File: src/rtl/sdes_pkg.sv
// ============================================================================
// S-DES CBC package
// Bit permutations, S-boxes and round functions of simplified DES on 8-bit
// blocks. All tables index bits from 0 at the LSB.
// ============================================================================
package sdes_pkg;

    localparam int KEY_W    = 10;
    localparam int BLOCK_W  = 8;
    localparam int HALF_W   = 4;
    localparam int SUBKEY_W = 8;
    localparam int CFG_IDX_W  = 2;
    localparam int CFG_DATA_W = KEY_W;

    localparam logic [CFG_IDX_W-1:0] REG_CIPHER_KEY  = 2'd0;
    localparam logic [CFG_IDX_W-1:0] REG_INIT_VECTOR = 2'd1;

    localparam logic [0:0] MODE_ENCRYPT = 1'b0;
    localparam logic [0:0] MODE_DECRYPT = 1'b1;

    // indexed by {row, col}
    localparam logic [1:0] S0_BOX [0:15] = '{
        2'd1, 2'd0, 2'd3, 2'd2,
        2'd3, 2'd2, 2'd1, 2'd0,
        2'd0, 2'd2, 2'd1, 2'd3,
        2'd3, 2'd1, 2'd3, 2'd2
    };
    localparam logic [1:0] S1_BOX [0:15] = '{
        2'd0, 2'd1, 2'd2, 2'd3,
        2'd2, 2'd0, 2'd1, 2'd3,
        2'd3, 2'd0, 2'd1, 2'd0,
        2'd2, 2'd1, 2'd0, 2'd3
    };

    typedef struct packed {
        logic [SUBKEY_W-1:0] k1;
        logic [SUBKEY_W-1:0] k2;
        logic [BLOCK_W-1:0]  iv;
    } key_set_t;

    function automatic logic [KEY_W-1:0] perm_p10(input logic [KEY_W-1:0] k);
        return {k[7], k[5], k[8], k[3], k[6], k[0], k[9], k[1], k[2], k[4]};
    endfunction

    function automatic logic [SUBKEY_W-1:0] perm_p8(input logic [KEY_W-1:0] x);
        return {x[4], x[7], x[3], x[6], x[2], x[5], x[0], x[1]};
    endfunction

    function automatic logic [BLOCK_W-1:0] perm_ip(input logic [BLOCK_W-1:0] x);
        return {x[6], x[2], x[5], x[7], x[4], x[0], x[3], x[1]};
    endfunction

    function automatic logic [BLOCK_W-1:0] perm_ipi(input logic [BLOCK_W-1:0] x);
        return {x[4], x[7], x[5], x[3], x[1], x[6], x[0], x[2]};
    endfunction

    function automatic logic [SUBKEY_W-1:0] expand_ep(input logic [HALF_W-1:0] h);
        return {h[0], h[3], h[2], h[1], h[2], h[1], h[0], h[3]};
    endfunction

    function automatic logic [HALF_W-1:0] perm_p4(input logic [HALF_W-1:0] s);
        return {s[2], s[0], s[1], s[3]};
    endfunction

    function automatic logic [HALF_W-1:0] feistel(input logic [HALF_W-1:0] half,
                                                  input logic [SUBKEY_W-1:0] sk);
        logic [SUBKEY_W-1:0] x;
        logic [1:0]          s0;
        logic [1:0]          s1;
        x  = expand_ep(half) ^ sk;
        // row from outer bits, column from inner bits of each nibble
        s0 = S0_BOX[{x[7], x[4], x[6], x[5]}];
        s1 = S1_BOX[{x[3], x[0], x[2], x[1]}];
        return perm_p4({s0, s1});
    endfunction

    function automatic logic [BLOCK_W-1:0] block_pass(input logic [BLOCK_W-1:0] blk,
                                                      input logic [SUBKEY_W-1:0] ka,
                                                      input logic [SUBKEY_W-1:0] kb);
        logic [BLOCK_W-1:0] t;
        logic [HALF_W-1:0]  l1;
        logic [HALF_W-1:0]  l2;
        t  = perm_ip(blk);
        l1 = t[7:4] ^ feistel(t[3:0], ka);
        l2 = t[3:0] ^ feistel(l1, kb);
        return perm_ipi({l2, l1});
    endfunction

endpackage

File: src/rtl/sdes_keys.sv
// ============================================================================
// S-DES key schedule
// Holds the IV and the two round subkeys, derived from the key at write time.
// ============================================================================
module sdes_keys (
    input  logic                           aclk,
    input  logic                           aresetn,
    input  logic                           cfg_wr_en,
    input  logic [sdes_pkg::CFG_IDX_W-1:0]  cfg_index,
    input  logic [sdes_pkg::CFG_DATA_W-1:0] cfg_wdata,
    output sdes_pkg::key_set_t             keys
);
    import sdes_pkg::*;

    logic [SUBKEY_W-1:0] k1_reg, k1_next;
    logic [SUBKEY_W-1:0] k2_reg, k2_next;
    logic [BLOCK_W-1:0]  iv_reg, iv_next;
    logic [KEY_W-1:0]    p10;
    logic [4:0]          left_r1;
    logic [4:0]          right_r1;
    logic [4:0]          left_r3;
    logic [4:0]          right_r3;

    always_comb begin
        p10      = perm_p10(cfg_wdata[KEY_W-1:0]);
        left_r1  = {p10[8:5], p10[9]};
        right_r1 = {p10[3:0], p10[4]};
        left_r3  = {left_r1[2:0], left_r1[4:3]};
        right_r3 = {right_r1[2:0], right_r1[4:3]};
        k1_next  = k1_reg;
        k2_next  = k2_reg;
        iv_next  = iv_reg;
        if (cfg_wr_en && cfg_index == REG_CIPHER_KEY) begin
            k1_next = perm_p8({left_r1, right_r1});
            k2_next = perm_p8({left_r3, right_r3});
        end
        if (cfg_wr_en && cfg_index == REG_INIT_VECTOR) begin
            iv_next = cfg_wdata[BLOCK_W-1:0];
        end
    end

    // a zero key gives zero subkeys
    always_ff @(posedge aclk) begin
        if (!aresetn) begin
            k1_reg <= '0;
            k2_reg <= '0;
            iv_reg <= '0;
        end else begin
            k1_reg <= k1_next;
            k2_reg <= k2_next;
            iv_reg <= iv_next;
        end
    end

    assign keys = '{k1: k1_reg, k2: k2_reg, iv: iv_reg};

endmodule

File: src/rtl/sdes_cbc_path.sv
// ============================================================================
// S-DES CBC datapath
// One block pass with CBC chaining; gives the result and the next chain value.
// ============================================================================
module sdes_cbc_path (
    input  logic [sdes_pkg::BLOCK_W-1:0] data_in,
    input  logic                         mode,
    input  logic                         first_block,
    input  logic [sdes_pkg::BLOCK_W-1:0] chain_value,
    input  sdes_pkg::key_set_t           keys,
    output logic [sdes_pkg::BLOCK_W-1:0] data_out,
    output logic [sdes_pkg::BLOCK_W-1:0] chain_next
);
    import sdes_pkg::*;

    logic [BLOCK_W-1:0] prev;
    logic [BLOCK_W-1:0] enc;
    logic [BLOCK_W-1:0] dec;

    always_comb begin
        prev = first_block ? keys.iv : chain_value;
        enc  = block_pass(data_in ^ prev, keys.k1, keys.k2);
        dec  = block_pass(data_in, keys.k2, keys.k1) ^ prev;
        unique case (mode)
            MODE_DECRYPT: begin
                data_out   = dec;
                chain_next = data_in;
            end
            default: begin
                data_out   = enc;
                chain_next = enc;
            end
        endcase
    end

endmodule

File: src/rtl/sdes_cbc_cipher_top.sv
// ============================================================================
// S-DES CBC cipher top level
// Byte-wide simplified DES in CBC mode with an input register, a one-pass
// datapath and an output register.
// ============================================================================
//  channel  | handshake           | payload
//  ---------+---------------------+------------------------------------------
//  input    | s_valid / s_ready   | s_data_in[7:0], s_mode, s_first_block
//  result   | m_valid / m_ready   | m_data_out[7:0]
//  config   | cfg_wr_en           | cfg_index[1:0], cfg_wdata[9:0]
//
//  One transaction per cycle sustained while m_ready is high; m_valid rises
//  once a transaction has gone from the input register through the pass
//  into the output register. The chain register updates as a transaction
//  moves into the output register, and the next transaction's pass reads it.
//  Reset clears the chain, the subkeys, the IV and both valid flags.
//  A stalled m_ready holds the output register; a full input register then
//  holds too and s_ready drops.
// ============================================================================
module sdes_cbc_cipher_top (
    input  logic                           aclk,
    input  logic                           aresetn,
    input  logic                           cfg_wr_en,
    input  logic [sdes_pkg::CFG_IDX_W-1:0]  cfg_index,
    input  logic [sdes_pkg::CFG_DATA_W-1:0] cfg_wdata,
    input  logic                           s_valid,
    output logic                           s_ready,
    input  logic [sdes_pkg::BLOCK_W-1:0]    s_data_in,
    input  logic                           s_mode,
    input  logic                           s_first_block,
    output logic                           m_valid,
    input  logic                           m_ready,
    output logic [sdes_pkg::BLOCK_W-1:0]    m_data_out
);
    import sdes_pkg::*;

    key_set_t           keys;
    logic               stage_valid_reg, stage_valid_next;
    logic [BLOCK_W-1:0] stage_data_reg, stage_data_next;
    logic               stage_mode_reg, stage_mode_next;
    logic               stage_first_reg, stage_first_next;
    logic               out_valid_reg, out_valid_next;
    logic [BLOCK_W-1:0] out_data_reg, out_data_next;
    logic [BLOCK_W-1:0] chain_reg, chain_next;
    logic [BLOCK_W-1:0] path_result;
    logic [BLOCK_W-1:0] path_chain;
    logic               advance;
    logic               take_in;

    sdes_keys u_keys (
        .aclk      (aclk),
        .aresetn   (aresetn),
        .cfg_wr_en (cfg_wr_en),
        .cfg_index (cfg_index),
        .cfg_wdata (cfg_wdata),
        .keys      (keys)
    );

    sdes_cbc_path u_path (
        .data_in     (stage_data_reg),
        .mode        (stage_mode_reg),
        .first_block (stage_first_reg),
        .chain_value (chain_reg),
        .keys        (keys),
        .data_out    (path_result),
        .chain_next  (path_chain)
    );

    assign advance = stage_valid_reg && (!out_valid_reg || m_ready);
    assign s_ready = !stage_valid_reg || advance;
    assign take_in = s_valid && s_ready;

    always_comb begin
        stage_valid_next = stage_valid_reg;
        stage_data_next  = stage_data_reg;
        stage_mode_next  = stage_mode_reg;
        stage_first_next = stage_first_reg;
        out_valid_next   = out_valid_reg;
        out_data_next    = out_data_reg;
        chain_next       = chain_reg;
        if (out_valid_reg && m_ready) begin
            out_valid_next = 1'b0;
        end
        if (advance) begin
            stage_valid_next = 1'b0;
            out_valid_next   = 1'b1;
            out_data_next    = path_result;
            chain_next       = path_chain;
        end
        if (take_in) begin
            stage_valid_next = 1'b1;
            stage_data_next  = s_data_in;
            stage_mode_next  = s_mode;
            stage_first_next = s_first_block;
        end
    end

    always_ff @(posedge aclk) begin
        if (!aresetn) begin
            stage_valid_reg <= 1'b0;
            out_valid_reg   <= 1'b0;
            chain_reg       <= '0;
        end else begin
            stage_valid_reg <= stage_valid_next;
            out_valid_reg   <= out_valid_next;
            chain_reg       <= chain_next;
        end
    end

    always_ff @(posedge aclk) begin
        stage_data_reg  <= stage_data_next;
        stage_mode_reg  <= stage_mode_next;
        stage_first_reg <= stage_first_next;
        out_data_reg    <= out_data_next;
    end

    assign m_valid    = out_valid_reg;
    assign m_data_out = out_data_reg;

`ifndef SYNTHESIS
    // encrypting chains on the ciphertext just produced
    a_chain_enc: assert property (@(posedge aclk) disable iff (!aresetn)
        advance && stage_mode_reg == MODE_ENCRYPT |=> chain_reg == m_data_out)
        else $error("chain register does not follow ciphertext");

    // decrypting chains on the incoming ciphertext
    a_chain_dec: assert property (@(posedge aclk) disable iff (!aresetn)
        advance && stage_mode_reg == MODE_DECRYPT |=> chain_reg == $past(stage_data_reg))
        else $error("chain register does not follow input ciphertext");

    // a held input register must not be overwritten
    a_no_overrun: assert property (@(posedge aclk) disable iff (!aresetn)
        stage_valid_reg && !advance |-> !s_ready)
        else $error("input register overwritten while held");

    // a transaction in the input register reaches the output when it is free
    a_forward: assert property (@(posedge aclk) disable iff (!aresetn)
        stage_valid_reg && (!out_valid_reg || m_ready) |=> m_valid)
        else $error("transaction lost between stages");

    a_reset_idle: assert property (@(posedge aclk)
        !aresetn |=> !m_valid)
        else $error("result valid right after reset");
`endif

endmodule
File: config.mk
export PLATFORM = sky130hd
export DESIGN_NAME = sdes_cbc_cipher_top
export DESIGN_NICKNAME = d
export VERILOG_FILES = /design/src/rtl/sdes_pkg.sv /design/src/rtl/sdes_keys.sv /design/src/rtl/sdes_cbc_path.sv /design/src/rtl/sdes_cbc_cipher_top.sv
export SDC_FILE = /design/constraint.sdc
export NUM_CORES = 1
export LEC_CHECK = 0
export CAP_MARGIN = 25
export CELL_PAD_IN_SITES_DETAIL_PLACEMENT = 0
export CELL_PAD_IN_SITES_GLOBAL_PLACEMENT = 1
export CORE_ASPECT_RATIO = 0.5
export CORE_UTILIZATION = 50
export CTS_CLUSTER_SIZE = 14
export DETAILED_ROUTE_END_ITERATION = 7
export DONT_BUFFER_PORTS = 1
export PLACE_DENSITY_LB_ADDON = 0.1
export RECOVER_POWER = 25
export SETUP_SLACK_MARGIN = 0.5
export SLEW_MARGIN = 10
export SYNTH_ARGS = -nofsm -noshare
export SYNTH_HDL_FRONTEND = slang
export SYNTH_SLANG_ARGS = --single-unit
File: constraint.sdc
create_clock -name aclk -period 3.9 [get_ports aclk]
set_input_delay 0.585 -clock aclk [delete_from_list [all_inputs] [get_ports aclk]]
set_output_delay 0.585 -clock aclk [all_outputs]
set_load 0.05 [all_outputs]
==> summary.md, run 1 <==
| Metric | Value |
|---|---|
| Area grow syn2layout | `13.18%` |
| Post-Synthesis Cell Area | `0.003359 mm²` |
| Multi-input gate area | `0.002196 mm²` |
| Leak Pwr | `0.001458 µW` |
| Mapped Nets | `357` |
| Via count | `2360` |
| Top cells by area, synth | `dfxtp_1 (17%), edfxtp_1 (16%), xnor2_1 (14%), mux2i_1 (8.9%), xor2_1 (5.5%)` |
| FF-to-FF setup slack | `610 ps` |
| Share of cells above drive strength 1 | `16.91%` |
| Clock Tree Root | `clkbuf_16` |
| CP Capture Type | `flop` |
| Area of the core | `0.006281 mm²` |
| Number of I/O port buffers | `0` |
| Final hold violation count | `0` |
| GPL Wtd Cong | `0.8710` |
| Clock skew | `8.180 ps` |
| Power per cell area | `479.9 mW/mm²` |
| Ant diodes | `0` |
| DP Wirelength | `6357 µm` |
| WS Path Type | `flop to flop` |
| Cell count after synthesis | `326` |
| Vias in the first global route | `2190` |
| HP Class | `input pin to flop` |
| Total GRT Usage | `24.82%` |
| Post-synth top area share | `16.69%` |
| Startpoint types | `flop` |
| CTS Buf Count | `5` |
| Top-count cell post-synth | `xnor2_1` |
| Setup TNS | `0 ps` |
| CTS tree | `yes` |
| Clock Latency Late Sink | `300 ps` |
| RSZ-0062 raised after global routing | `yes` |
| Synthesized area per cell | `10.31 µm²` |
| Dominant synthesized flop cell | `dfxtp_1` |
| Antenna violations before repair | `0` |
| Clock Tree Buf Depth | `2` |
| Nets | `367` |
| Synth warn | `0` |
| Layout fillers | `530` |
| Seq/Total Area, Yosys | `32.77%` |
| Die height | `59.96 µm` |
| Worst vdd ir | `0.1882 mV` |
| Tcrit/Tclk final | `84.46%` |
| EDFF count, synth | `18` |
| Register bit total from synthesis | `46` |
| FF+latch area | `0.001101 mm²` |
| Clock-pin slew on the worst setup and hold paths | `70 ps` |
| Worst EP required | `3900 ps` |
| Largest net degree at the start of global routing | `33` |
| Top Ports | `37` |
| Drt drc | `0` |
| Slew Viols, Final | `0` |
| Htree depth | `2` |
| Yosys top cell by area | `dfxtp_1` |
| Worst-path maximum fanout | `8` |
| Final min period | `3294 ps` |
| Detail Route Antenna Nets | `0` |
| DRT Wirelength | `8231 µm` |
| Min Hold Slack | `380.2 ps` |
| 1st-iter DRT viols | `148` |
| Pre-antenna DRT Iters | `4` |
| Status | `finished, final reports clean` |
| Power Total | `1825 µW` |
| GRT overflow | `0` |
| Drt wl/cell | `19.37 µm` |
| Max-slew headroom | `31.71%` |
| WP data arrival | `3300 ps` |
| Max_cap viols | `0` |
| Die width | `117.9 µm` |
| Full die area | `0.007070 mm²` |
| Yosys cell types | `52` |
| Hold Buf Count CTS | `0` |
| Asr flop ratio synth | `0%` |
| Final setup violation count | `0` |
| Synth cell count leaders | `xnor2_1 (53), mux2i_1 (30), dfxtp_1 (28)` |
| Clk sinks | `46` |
| First-pass GRT wire length | `12520 µm` |
| Worst slew pin tran | `1024 ps` |
| Rows | `20` |
| Fmax | `0.3036 GHz` |
| Post-DR vias/cell | `5.553` |
| Initial core utilization | `53.49%` |
==> worst max-delay path: stages, from the launching register on <==
cell and delay (ps):
edfxtp_1 410, buf_12 180, mux2i_4 200, buf_12 150
xnor2_2 270, mux2_2 400, mux2i_4 210, xor2_1 110
or3_1 310, and3_1 170, or3_1 360, a21oi_2 160
a21oi_1 70
==> worst paths after layout <==
check | to | cells past startpoint | startpoint
worst min-delay path | stage_data_reg[3]$_DFFE_PP_ | 0 | s_data_in[3]
worst max register to register | m_data_out[7]$_DFFE_PP_ | 12 | stage_first_reg$_DFFE_PP_
worst min register to register | chain_reg[6]$_SDFFE_PN0P_ | 2 | chain_reg[6]$_SDFFE_PN0P_
worst max-delay path | m_data_out[7]$_DFFE_PP_ | 12 | stage_first_reg$_DFFE_PP_
==> routing by layer <==
| metal | part of all wire (%) | vias up | GRT usage (%) |
|---|---|---|---|
| met1 | 52 | 1148 | 37.30 |
| li1 | - | 1132 | - |
| met3 | 10 | 8 | 8.683 |
| met4 | 0.95 | 0 | 5.128 |
| met2 | 37 | 72 | 33.36 |
| met5 | 0 | - | 0 |
==> final cells by class <==
| class | count | share of cell area [%] |
|---|---|---|
| multi-input cells | 252 | 57.75 |
| clock buffers | 6 | 3.949 |
| inverters | 7 | 0.6910 |
| repair buffers | 24 | 5.397 |
| well taps | 88 | 2.896 |
| flip-flops and latches | 46 | 28.96 |
| clock inverters | 2 | 0.3620 |
==> metrics by stage <==
step / cell area, µm² / worst slack, ps / cells / utilization, %
final: 3802 / 606.0 / 425 / 60.54
after detailed placement: 3460 / 466.8 / 403 / 55.08
after CTS: 3657 / 502.5 / 415 / 58.23
after global routing: 3802 / 464.2 / 425 / 60.54
after global placement: 3460 / 526.5 / 403 / 55.08
after floorplan: 3359 / 788.6 / 326 / -
==> power by group <==
part | total [µW] | switching, µW | leakage [µW] | internal (µW)
clock network | 475 | 197 | 0.0000824 | 278
logic | 724 | 373 | 0.000975 | 351
registers | 626 | 79.6 | 0.000401 | 547
total | 1820 | 649 | 0.00146 | 1180
==> timing repair <==
item / in CTS / in global routing
endpoints found under the setup margin: 2 / 5
cloned: 0 / 0
resized for setup: 1 / 12
setup buffers: 4 / 9
pin swaps: 0 / 5
==> logic make-up (layout without fill, tap and decap cells) <==
kind of cell,count (synthesis),after routing,synth area share [%]
AOI/OAI and AO/OA,50,50,9.870
muxes,37,37,13.30
xor gates and xnor gates,84,84,26.00
and+or+nand+nor,77,77,13.11
adders and majority gates,4,4,1.490
buffers and inverters,28,39,3.463
DFF,46,46,32.77
==> placed cells by master (no fill, tap or decap), types with 2 or more instances in the layout <==
master / count
xnor2_1: 50
ha_1: 2
buf_4: 22
a21oi_1: 17
clkbuf_16: 6
mux2i_1: 29
edfxtp_1: 18
o211a_1: 2
nand2b_1: 4
o21ai_0: 5
o21a_1: 3
xnor2_2: 4
xnor2_4: 3
nor3_1: 6
or3_1: 5
mux2i_4: 6
nor2b_1: 24
xor2_1: 21
o211ai_1: 2
inv_1: 6
xnor3_1: 3
ha_2: 2
nor2_1: 7
nand3_1: 6
and2_1: 2
a21oi_2: 2
nand3b_1: 2
xor3_1: 2
nand2_1: 10
nor3b_1: 5
buf_12: 2
o21ai_1: 8
dfxtp_1: 28
Note: power is estimated with default switching activity, not from simulation.
==> run 2: changes to the inputs <==
--- a/config.mk
+++ b/config.mk
@@ -9,7 +9,7 @@
 export CELL_PAD_IN_SITES_DETAIL_PLACEMENT = 0
 export CELL_PAD_IN_SITES_GLOBAL_PLACEMENT = 1
 export CORE_ASPECT_RATIO = 0.5
-export CORE_UTILIZATION = 50
+export CORE_UTILIZATION = 46
 export CTS_CLUSTER_SIZE = 14
 export DETAILED_ROUTE_END_ITERATION = 7
 export DONT_BUFFER_PORTS = 1
==> constraint.sdc (replaced) <==
create_clock -name aclk -period 3 [get_ports aclk]
set_input_delay 0.45 -clock aclk [delete_from_list [all_inputs] [get_ports aclk]]
set_output_delay 0.45 -clock aclk [all_outputs]
set_load 0.05 [all_outputs]
==> run 2 against run 1 <==
  * The flow now finishes with violations (setup timing)
  * Combinational power grew 75%
  * Die area grew 8.5%
  * Hold slack lost 130 ps
  * Flip-flop and latch count is the same
  * Register-to-register slack lost 780 ps
  * Routed wire length grew 8.8%
  * Final cell count grew 8.5%
  * Final area grew 11%
  * Critical path depth grew 1
  * Non-clock buffer count grew 32
  * Clock power grew 37%
  * Critical endpoint unchanged
==> summary.md, run 2 (synthesized netlist as in run 1, its figures left out) <==
| Metric | Value |
|---|---|
| Status | `complete, but fails checks` |
| Failing checks | `setup timing` |
| GPL Wtd Cong | `0.9152` |
| CP Capture Point | `m_data_out[7]$_DFFE_PP_` |
| Fmax | `0.3151 GHz` |
| Max_cap viols | `0` |
| GRT overflow | `0` |
| Share of cells above drive strength 1 | `28.46%` |
| PnR worst setup slack | `-173.1 ps` |
| Fin area | `0.004219 mm²` |
| Layout fillers | `566` |
| Clock skew | `11.10 ps` |
| Worst-path maximum fanout | `7` |
| WP data arrival | `3210 ps` |
| Drt drc | `0` |
| Via count | `2483` |
| Startpoint types | `flop` |
| Detail Route Antenna Nets | `0` |
| Power Total | `2725 µW` |
| Clock Tree Buf Depth | `2` |
| Rows | `21` |
| 1st-iter DRT viols | `177` |
| Htree depth | `2` |
| CTS Buf Count | `5` |
| HP Class | `input pin to flop` |
| DRT Wirelength | `8952 µm` |
| Setup TNS | `-908.3 ps` |
| Top Ports | `37` |
| Power per cell area | `645.8 mW/mm²` |
| Vias in the first global route | `2482` |
| R2R cell count | `13` |
| Busiest grt layer | `met1` |
| Most frequent cells in the layout | `buf_4 (50), xnor2_1 (45), mux2i_1 (29)` |
| Critical path launch point | `stage_first_reg$_DFFE_PP_` |
| Reg2reg start | `stage_first_reg$_DFFE_PP_` |
| RSZ-0062 raised after global routing | `yes` |
| Die height | `62.43 µm` |
| Slew Viols, Final | `0` |
| Area post-placement | `0.003816 mm²` |
| Full die area | `0.007670 mm²` |
| Ant diodes | `0` |
| Worst EP required | `3040 ps` |
| Final Util | `61.52%` |
| Most common cell after layout, fill and taps aside | `buf_4` |
| Largest net degree at the start of global routing | `33` |
| Clock Latency Late Sink | `290 ps` |
| Final hold violation count | `0` |
| Area of the core | `0.006858 mm²` |
| Post-DR vias/cell | `5.386` |
| Leak Pwr | `0.001669 µW` |
| Total GRT Usage | `25.16%` |
| Antenna violations before repair | `0` |
| Area grow syn2layout | `25.59%` |
| CP Capture Type | `flop` |
| Initial core utilization | `48.99%` |
| R2r endpoint | `m_data_out[7]$_DFFE_PP_` |
| CTS tree | `yes` |
| Tcrit/Tclk final | `105.8%` |
| Met3 Resource Use GR | `5.383%` |
| GR Util met1 | `41.13%` |
| Worst vdd ir | `0.2598 mV` |
| DP Wirelength | `6881 µm` |
| Clk sinks | `46` |
| DP Worst Slack | `-111.9 ps` |
| Drt wl/cell | `19.42 µm` |
| Number of I/O port buffers | `0` |
| FF-to-FF setup slack | `-170 ps` |
| Max-slew headroom | `43.10%` |
| Final setup violation count | `7` |
| Clock-pin slew on the worst setup and hold paths | `70 ps` |
| Die width | `122.9 µm` |
| GR Util met2 | `33.22%` |
| Worst slew pin tran | `853.4 ps` |
| Nets | `399` |
| WS Path Type | `flop to flop` |
| First-pass GRT wire length | `14030 µm` |
| Clock Tree Root | `clkbuf_16` |
| Pre-antenna DRT Iters | `5` |
| Final min period | `3173 ps` |
run 2: cell count changes in the layout (fill, tap and decap cells not counted), moves of 3 or more:
cell / before / now
xor2_1: 21 / 18
xnor2_4: 3 / 6
buf_4: 22 / 50
xnor2_1: 50 / 45
xor2_2: 0 / 3
buf_6: 0 / 4
run 2: where the power goes:
| group | internal, µW | switching [µW] |
|---|---|---|
| clock | 395 | 254 |
| sequential | 710 | 93.6 |
| combinational | 655 | 616 |
run 2: per-layer routing:
layer | part of all wire (%) | routed length [µm]
met1 | 53 | 4723
met2 | 39 | 3500
met3 | 7.9 | 705
met4 | 0.26 | 23
met5 | 0 | 0
run 2: critical path, cell delays in order (launching register included):
cell,delay [ps]
edfxtp_1,420
buf_12,170
mux2i_4,200
xnor2_2,200
ha_2,190
inv_1,30
mux2_4,270
mux2i_4,230
xor2_2,110
or3_1,370
and3_4,180
or3_4,340
a21oi_4,170
a21oi_2,40
run 2: worst min-delay path by stage:
| stage | cells after the start | from | to |
|---|---|---|---|
| after floorplan | 2 | chain_reg[7]$_SDFFE_PN0P_ | chain_reg[7]$_SDFFE_PN0P_ |
| after global placement | 2 | chain_reg[6]$_SDFFE_PN0P_ | chain_reg[6]$_SDFFE_PN0P_ |
| after detailed placement | 2 | chain_reg[6]$_SDFFE_PN0P_ | chain_reg[6]$_SDFFE_PN0P_ |
| after CTS | 0 | s_data_in[1] | stage_data_reg[1]$_DFFE_PP_ |
| after global routing | 0 | s_data_in[1] | stage_data_reg[1]$_DFFE_PP_ |
| final | 0 | s_data_in[0] | stage_data_reg[0]$_DFFE_PP_ |
run 2: final cells by class:
class / instances / area (µm²) / share of cell area, %
multi-input cells: 252 / 2364 / 56.02
flip-flops and latches: 46 / 1101 / 26.10
repair buffers: 56 / 444.2 / 10.53
clock buffers: 5 / 125.1 / 2.966
well taps: 92 / 115.1 / 2.728
clock inverters: 3 / 43.79 / 1.038
inverters: 7 / 26.28 / 0.6228
run 2: stage by stage:
step                std cells  hold WS (ps)
floorplan                 326         436.2
global placement          447         453.1
detailed placement        447         465.4
CTS                       458         248.2
global route              461         241.3
finish                    461         251.7
run 2: what timing repair did:
action                     4_1_cts  5_1_grt
pin swaps                        7       19
hold buffers                     0        0
buffers inserted                 3        2
setup endpoints to repair       10       13
resized for setup               12       20
cloned                           0        0
